==> src/rtl/core/inverse_park_minmax_svpwm_core_defines.svh <==
// Assertion macros shared by the inverse Park / min-max SVPWM core RTL.
// Needs signals named clk and arst_n in the module that uses a macro.
`ifndef INVERSE_PARK_MINMAX_SVPWM_CORE_DEFINES_SVH
`define INVERSE_PARK_MINMAX_SVPWM_CORE_DEFINES_SVH
`ifndef SYNTHESIS
`define IPMS_ASSERT(lbl, prop) \
	lbl: assert property (@(posedge clk) disable iff (!arst_n) prop) \
		else $error("ipms assertion failed");
`define IPMS_ASSERT_NEVER(lbl, expr) \
	lbl: assert property (@(posedge clk) disable iff (!arst_n) !(expr)) \
		else $error("ipms forbidden condition seen");
`else
`define IPMS_ASSERT(lbl, prop)
`define IPMS_ASSERT_NEVER(lbl, expr)
`endif
`endif

==> src/rtl/core/ipms_pkg.sv <==
// Package of the inverse Park / min-max SVPWM core: widths, constants, register indexes.
// No dependencies.
`timescale 1ns / 1ps
package ipms_pkg;
	localparam int VOLT_WIDTH_DEF = 16;
	localparam int NUM_EXTRA      = 18;   // numerator bits beyond the voltage width
	localparam int LANES          = 2;    // alpha and beta
	localparam int QUO_BITS       = 25;   // quotient magnitude bits
	localparam int QUO_W          = QUO_BITS + 1;
	localparam int DUTY_W         = 16;
	localparam int CFG_W          = 16;
	localparam int CFG_IDX_W      = 2;
	localparam int SQRT3_HALF_Q16 = 56756;
	localparam int HALF_Q16       = 32768;

	localparam logic [QUO_BITS-1:0] NORM_LIMIT = QUO_BITS'(1 << 24);

	localparam logic [CFG_IDX_W-1:0] CFG_DUTY_FLOOR     = 2'd0;
	localparam logic [CFG_IDX_W-1:0] CFG_DUTY_CEILING   = 2'd1;
	localparam logic [CFG_IDX_W-1:0] CFG_PWM_FULL_COUNT = 2'd2;

	localparam logic [CFG_W-1:0] DUTY_FLOOR_RST     = 16'd0;
	localparam logic [CFG_W-1:0] DUTY_CEILING_RST   = 16'd65535;
	localparam logic [CFG_W-1:0] PWM_FULL_COUNT_RST = 16'd4096;
endpackage

==> src/rtl/core/ipms_div.sv <==
// Two-lane pipelined restoring divider: |2*v| / bus, truncated, saturated to +-2^24.
// Depends on ipms_pkg and the assertion macro header.
`timescale 1ns / 1ps
`include "inverse_park_minmax_svpwm_core_defines.svh"
module ipms_div #(
	parameter int VOLT_WIDTH = ipms_pkg::VOLT_WIDTH_DEF
) (
	input  logic clk,
	input  logic arst_n,
	input  logic in_valid,
	output logic in_ready,
	input  logic [VOLT_WIDTH+ipms_pkg::NUM_EXTRA-1:0] num_mag [ipms_pkg::LANES],
	input  logic [ipms_pkg::LANES-1:0]               num_neg,
	input  logic [VOLT_WIDTH-1:0]                    bus_in,
	output logic out_valid,
	input  logic out_ready,
	output logic signed [ipms_pkg::QUO_W-1:0]        quo [ipms_pkg::LANES],
	output logic [VOLT_WIDTH-1:0]                    bus_out
);
	import ipms_pkg::*;

	localparam int W     = VOLT_WIDTH;
	localparam int NUM_W = VOLT_WIDTH + NUM_EXTRA;
	localparam int QB    = QUO_BITS;
	localparam logic signed [QUO_W-1:0] LIM_POS = $signed({1'b0, NORM_LIMIT});
	localparam logic signed [QUO_W-1:0] LIM_NEG = -LIM_POS;

	logic [QB:0] v_s;
	logic [QB:0] en_s;
	logic        v_sx;
	logic        en_x;

	logic [W-1:0]     rem_s [QB+1][LANES];
	logic [QB-1:0]    wrk_s [QB+1][LANES];
	logic [LANES-1:0] ovf_s [QB+1];
	logic [LANES-1:0] nz_s  [QB+1];
	logic [LANES-1:0] neg_s [QB+1];
	logic [W-1:0]     bus_s [QB+1];

	logic signed [QUO_W-1:0] quo_sx [LANES];
	logic [W-1:0]            bus_sx;

	// advance a stage when it is empty or its successor advances
	assign en_x     = !v_sx || out_ready;
	assign in_ready = en_s[0];

	for (genvar k = 0; k <= QB; k++) begin : g_en
		if (k == QB) begin : g_last
			assign en_s[k] = !v_s[k] || en_x;
		end else begin : g_mid
			assign en_s[k] = !v_s[k] || en_s[k+1];
		end
	end

	always_ff @(posedge clk or negedge arst_n) begin
		if (!arst_n) begin
			v_s  <= '0;
			v_sx <= 1'b0;
		end else begin
			if (en_s[0]) begin
				v_s[0] <= in_valid;
			end
			for (int k = 1; k <= QB; k++) begin
				if (en_s[k]) begin
					v_s[k] <= v_s[k-1];
				end
			end
			if (en_x) begin
				v_sx <= v_s[QB];
			end
		end
	end

	// entry: top numerator bits against the bus catch saturation
	always_ff @(posedge clk) begin
		if (en_s[0]) begin
			for (int l = 0; l < LANES; l++) begin
				ovf_s[0][l] <= (W+1)'(num_mag[l][NUM_W-1:QB]) >= (W+1)'(bus_in);
				rem_s[0][l] <= W'(num_mag[l][NUM_W-1:QB]);
				wrk_s[0][l] <= num_mag[l][QB-1:0];
				nz_s[0][l]  <= |num_mag[l];
			end
			neg_s[0] <= num_neg;
			bus_s[0] <= bus_in;
		end
	end

	// one quotient bit per stage
	for (genvar k = 1; k <= QB; k++) begin : g_step
		for (genvar l = 0; l < LANES; l++) begin : g_lane
			logic [W:0] trial;
			logic       ge;
			assign trial = {rem_s[k-1][l], wrk_s[k-1][l][QB-1]};
			assign ge    = trial >= {1'b0, bus_s[k-1]};
			always_ff @(posedge clk) begin
				if (en_s[k]) begin
					rem_s[k][l] <= ge ? W'(trial - {1'b0, bus_s[k-1]}) : trial[W-1:0];
					wrk_s[k][l] <= {wrk_s[k-1][l][QB-2:0], ge};
				end
			end
		end
		always_ff @(posedge clk) begin
			if (en_s[k]) begin
				ovf_s[k] <= ovf_s[k-1];
				nz_s[k]  <= nz_s[k-1];
				neg_s[k] <= neg_s[k-1];
				bus_s[k] <= bus_s[k-1];
			end
		end
	end

	// clamp, apply sign, drop a zero numerator to zero
	always_ff @(posedge clk) begin
		if (en_x) begin
			for (int l = 0; l < LANES; l++) begin
				logic [QB-1:0] mag;
				mag = (ovf_s[QB][l] || wrk_s[QB][l] > NORM_LIMIT) ? NORM_LIMIT : wrk_s[QB][l];
				if (!nz_s[QB][l]) begin
					quo_sx[l] <= '0;
				end else if (neg_s[QB][l]) begin
					quo_sx[l] <= -$signed({1'b0, mag});
				end else begin
					quo_sx[l] <= $signed({1'b0, mag});
				end
			end
			bus_sx <= bus_s[QB];
		end
	end

	assign out_valid = v_sx;
	assign quo       = quo_sx;
	assign bus_out   = bus_sx;

	`IPMS_ASSERT(a_quo_range, v_sx |-> (quo_sx[0] <= LIM_POS && quo_sx[0] >= LIM_NEG && quo_sx[1] <= LIM_POS && quo_sx[1] >= LIM_NEG))
	`IPMS_ASSERT(a_rem_below_bus, (v_s[QB] && !ovf_s[QB][0]) |-> (rem_s[QB][0] < bus_s[QB]))
	`IPMS_ASSERT(a_stall_needs_item, !in_ready |-> v_s[0])
endmodule

==> config.mk <==
export PLATFORM = sky130hd
export DESIGN_NAME = ipms_div
export DESIGN_NICKNAME = d
export VERILOG_FILES = /design/src/rtl/core/ipms_pkg.sv /design/src/rtl/core/ipms_div.sv
export VERILOG_INCLUDE_DIRS = /design/src /design/src/rtl/core
export SDC_FILE = /design/constraint.sdc
export NUM_CORES = 2
export LEC_CHECK = 0
export BUFFER_PORTS_ARGS = -buffer_cell sky130_fd_sc_hd__buf_4
export CAP_MARGIN = 15
export CORE_ASPECT_RATIO = 0.9
export CORE_UTILIZATION = 57
export CTS_CLUSTER_DIAMETER = 40
export DETAILED_ROUTE_END_ITERATION = 10
export PLACE_DENSITY = 0.75
export SLEW_MARGIN = 15
export SYNTH_ARGS = -nofsm -noshare
export SYNTH_HDL_FRONTEND = slang
export SYNTH_SLANG_ARGS = --single-unit
export TNS_END_PERCENT = 10
==> constraint.sdc <==
create_clock -name clk -period 16.5 [get_ports clk]
set_clock_uncertainty 0.2 [all_clocks]
set_input_delay 1.65 -clock clk [delete_from_list [all_inputs] [get_ports clk]]
set_output_delay 1.65 -clock clk [all_outputs]
set_load 0.02 [all_outputs]
### Word level (Yosys, flattened, before mapping)

Memories as Yosys holds them, arrays and structs flattened. A register that Yosys moved wholly into a read port is not among the register bits.
Index checks and enable logic that the tools add are counted.

* register bits after elaboration: 79
* memory bits (writable): 2704
* bits of input ports: 90
* output and inout port bits: 70
* word-level logic and storage cells: 309
* memories kept: 6

* $add $sub $neg: 52
* magnitude comparators: 54
* muxes and demuxes: 106
* reductions and logical operators: 60

Memories
* wrk_s: depth 26, width 50, rd ports 26, clocked after memory_dff 0, write ports 26, line ipms_div.sv:34 `logic [QB-1:0] wrk_s [QB+1][LANES];`
* rem_s: depth 26, width 32, rd ports 25, clocked after memory_dff 0, write ports 26, line ipms_div.sv:33 `logic [W-1:0] rem_s [QB+1][LANES];`
* bus_s: depth 26, width 16, rd ports 26, clocked after memory_dff 1, write ports 26, line ipms_div.sv:38 `logic [W-1:0] bus_s [QB+1];`
* neg_s: depth 26, width 2, rd ports 26, clocked after memory_dff 0, write ports 26, line ipms_div.sv:37 `logic [LANES-1:0] neg_s [QB+1];`
* nz_s: depth 26, width 2, rd ports 26, clocked after memory_dff 0, write ports 26, line ipms_div.sv:36 `logic [LANES-1:0] nz_s [QB+1];`
* ovf_s: depth 26, width 2, rd ports 26, clocked after memory_dff 0, write ports 26, line ipms_div.sv:35 `logic [LANES-1:0] ovf_s [QB+1];`

Operators with widths (number)
* 17-bit by 16-bit >= comparator with 1-bit output: 50
* 16-bit 2-to-1 mux: 50
* 16-bit subtractor: 50
* 25-bit 2-to-1 mux: 4
* 34-bit OR reduction: 2
* 1-bit 2-to-1 mux: 52
* 25-bit negation with 26-bit output: 2
* 25-bit > comparator, second input constant: 2
* 9-bit by 16-bit >= comparator with 1-bit output: 2
* 1-bit logical OR: 29
* 1-bit logical NOT: 27
* 2-bit AND reduction: 2

### Depth between registers and ports, before layout

* depth after elaboration: 30
* depth in mapped cells: 16
* mapped depth without buffers: 14

### Worst setup path after synthesis

OpenSTA, ideal clock, no wires.

* path type: in2reg
* start: input port out_ready
* end: memory bus_s[11][0] in the netlist's numbering (enable)
* setup time: 0.482 ns
* arrival time: 15.640 ns
* data required time: 15.818 ns
* slack: 0.178 ns
* cell stages on the path: 10
* path buffers: 0
* cell sequence: nand2b_1 nor2_1 inv_1 or3_1 nor2_1 inv_1 nor3_1 nand3_1 inv_1 nand3_1

RTL lines
* from (decl): line ipms_div.sv:16 `input logic out_ready,`
* to (decl): line ipms_div.sv:38

### Worst setup path in the final report

* start: input port out_ready
* end: output port in_ready

* word-level cells in the longest chain between the ends: 27

RTL lines
* 1-bit logical OR: line ipms_div.sv:44 `assign en_x = !v_sx || out_ready;`
* via en_x: line ipms_div.sv:31 `logic en_x;`
* 1-bit logical OR: line ipms_div.sv:49 `assign en_s[k] = !v_s[k] || en_x;`
* via en_s[25]: line ipms_div.sv:29 `logic [QB:0] en_s;`
* 1-bit logical OR (4 in a row): line ipms_div.sv:51 `assign en_s[k] = !v_s[k] || en_s[k+1];`
* via en_s[21]: line ipms_div.sv:29
* 1-bit logical OR (13 in a row): line ipms_div.sv:51
* via en_s[8]: line ipms_div.sv:29
* 1-bit logical OR (8 in a row): line ipms_div.sv:51
* to (decl): line ipms_div.sv:11 `output logic in_ready,`

The timed path passes the listed nets, and every way through them passes these cells.

==> impl_metrics.tcl <==
set metrics [dict create \
    status "finished clean" \
    cp-start-kind "input pin" \
    cap_viol_max_count 0 \
    hold_depth 0 \
    synth_top_area_share_pct 64.17 \
    yosysTopAreaCell "edfxtp_1" \
    hpwl_mm 219.0 \
    antenna_found_initial 17 \
    initial_core_util_pct 57.40 \
    wl_per_cell_um 22.41 \
    gp_congestion 1.002 \
    mostFrequentLayoutCell "edfxtp_1" \
    drc 0 \
    rows 164 \
    rsz0062_at_grt "false" \
    final_nets 10843 \
    finalSetupTns_ns 0 \
    setup_violations 0 \
    crit_path_frequent_cell "buf_4" \
    cts-buffers-inserted 352 \
    synth_seq_area_share_pct 64.70 \
    cts_resized 0 \
    synthTopCellsByArea "edfxtp_1 64%, ha_1 7.9%, a21oi_1 4.0%" \
    gr-total-overflow 0 \
    dr.pass1.iters 6 \
    die_w_um 500.7 \
    post-route-util_pct 64.85 \
    cts.path.max_buffers 4 \
    areaGrowthSynthToFinish_pct 12.98 \
    htreeDepth 5 \
    synth_cell_types 69 \
    cts_tree "built" \
    syn_area_um2 127600 \
    insertion_delay_ns 0.97 \
    r2r_start "out_valid$_DFFE_PN0P_" \
    grt_start_max_net_pins 90 \
    numPortBuffers 159 \
    critPathMaxStageDelay_ns 0.73 \
    drive_above_1_share_pct 11.26 \
    switching_share_pct 34.11 \
    p_switching_mw 9.776 \
    ctsHoldBuffers 0 \
    core_um2 222200 \
    slew_viol_final 0 \
    power_leakage_nw 57.12 \
    r2r_slack_ns 9.45 \
    hold_viol 0 \
    timing.fmax_ghz 0.1066 \
    drtIter0Drc 7461 \
    fin_crit_sh_pct 56.87 \
    yosys_warnings 0 \
    tightest_slew_ns 1.168 \
    fin_cells 13153 \
    power_density_nw_per_um2 198.8 \
    rr_endpoint "bus_s[11][10]$_DFFE_PP_" \
    clock_sinks 2753 \
    die_h_um 450.8 \
    clkTransAtPathRegs_ns 0.06 \
    grt_pass1_vias 74857 \
    arrival_ns 7.53 \
    cp_max_fo 75 \
    clkPwrFrac_pct 26.2 \
    ant_nets 0 \
    wirelength_mm 294.7 \
    avgSynthCellArea_um2 13.46 \
    cp-end-kind "primary output" \
    synth-seq-cells 2753 \
    synthesis.nets 10420 \
    synthFlopType "edfxtp_1" \
    grt_pass1_wl_mm 444.2 \
    syn_inst 9474 \
    vdd_drop_max_mv 0.1138 \
    vias 77541 \
    viasPerCell 5.895 \
    synth_edf_count 2726 \
    fin_crit_ns 9.384 \
    combPwrFrac_pct 34.0 \
    die_area_um2 225700 \
    relSlewSlack_pct 20.10 \
    placed_cells 12531 \
    clockRootBuffer "clkbuf_16" \
    io_pins 160 \
    holdPathEnd "nz_s[0][3]$_DFFE_PP_" \
    hold_class "flop to flop" \
    crit_type "input pin to primary output" \
    layout_common_cells "2726 x edfxtp_1, 1007 x a21oi_1, 830 x nor2_1" \
    async_flop_share_pct 0.9807 \
    crit_chain "buf_4 > nand2b_4 > nor2_1 > inv_2 > buf_4 > or3_4 > nor2_1 > buf_4 > nand4_1 > buf_4 > nor2_1 > and2_1 > and3_1 > and3_1 > nand3_4 > buf_4" \
    internal_power_mw 18.88 \
    cts_setup_buffers 0 \
    grt_util_all_layers_pct 25.92 \
    critPathSlowestCell "or3_4" \
    p_seq_share_pct 39.8 \
    required_ns 14.65 \
    min-delay-start "nz_s[0][1]$_DFFE_PP_" \
    worstRegToRegCells 13 \
]
==> worst max path at each step <==
stage              start                endpoint  slack, ns  cells past startpoint
4_1_cts        out_ready                in_ready       7.06                     16
6_report       out_ready                in_ready       7.12                     16
2_1_floorplan  out_ready  bus_s[11][0]$_DFFE_PP_       0.18                     10
5_1_grt        out_ready                in_ready       6.62                     16
3_5_place_dp   out_ready                in_ready       7.19                     16
3_3_place_gp   out_ready                in_ready       7.20                     16
==> cell type report <==
type / instances / area [µm²]
inverter: 638 / 2415
antenna: 4 / 10.01
multi-input combinational: 5944 / 42290
fill: 15940 / 78120
timing repair buffer: 208 / 1562
sequential: 2753 / 82530
clock buffer: 403 / 9095
clock inverter: 215 / 2470
tap: 2988 / 3739
==> sequential cells by signal (all words and copies together), names as in the netlist <==
signal     cells
neg_s         52
nz_s          52
bus_s        416
rem_s        786
v_s           26
bus_out       16
quo           52
out_valid      1
ovf_s         52
wrk_s       1300
==> routing by layer <==
layer  vias up  wire (µm)  global-route usage [%]
li1      36597          -                       -
met1     37683     127900                   36.01
met2      2727     139400                   42.45
met3       522      19250                   3.824
met4        12       8071                   7.634
met5         -         84                       0
==> cell usage after synthesis, types with 128 or more instances <==
cell type and number:
nor2_1 830, nand3_1 157, nor3_1 139, mux2_2 226
ha_1 808, a21o_1 197, o21ai_0 364, a21oi_1 1009
xor2_1 234, edfxtp_1 2726, inv_1 637, xnor2_1 308
clkbuf_1 128, nand2_1 290, nand2b_1 171
==> logic make-up after synthesis <==
family                   synth area share [%]
AO/OA/AOI/OAI                           10.37
XOR/XNOR                                3.721
adder cells (fa/ha/maj)                 8.679
buffers and inverters                   2.289
flip-flops                              64.70
multiplexers                            2.058
AND/OR/NAND/NOR                         8.175
==> stage by stage <==
stage | setup WS (ns) | power [mW] | hold WS [ns] | instance area [µm²]
4_1_cts | 7.062 | 28.67 | 0.1955 | 144100
3_5_place_dp | 7.191 | 21.02 | 0.2045 | 132500
2_1_floorplan | 0.1776 | 18.10 | 0.2003 | 127600
3_3_place_gp | 7.198 | 20.78 | 0.2001 | 132500
5_1_grt | 6.616 | 30.19 | 0.2004 | 144100
6_report | 7.116 | 28.66 | 0.1968 | 144100
==> power groups by stage <==
stage               logic [mW]  registers, mW  clock network (mW)
floorplan                 7.17           10.9                   0
global placement          9.30           11.5                   0
finish                    9.76           11.4                7.51
global route              10.7           11.5                7.90
detailed placement        9.52           11.5                   0
CTS                       9.63           11.4                7.64
==> critical path: cells and delay by family <==
family / cells / cell delay, ns
buf+inv: 6 / 1.52
simple gates: 10 / 4.27
(Power assumes the default switching activity.)
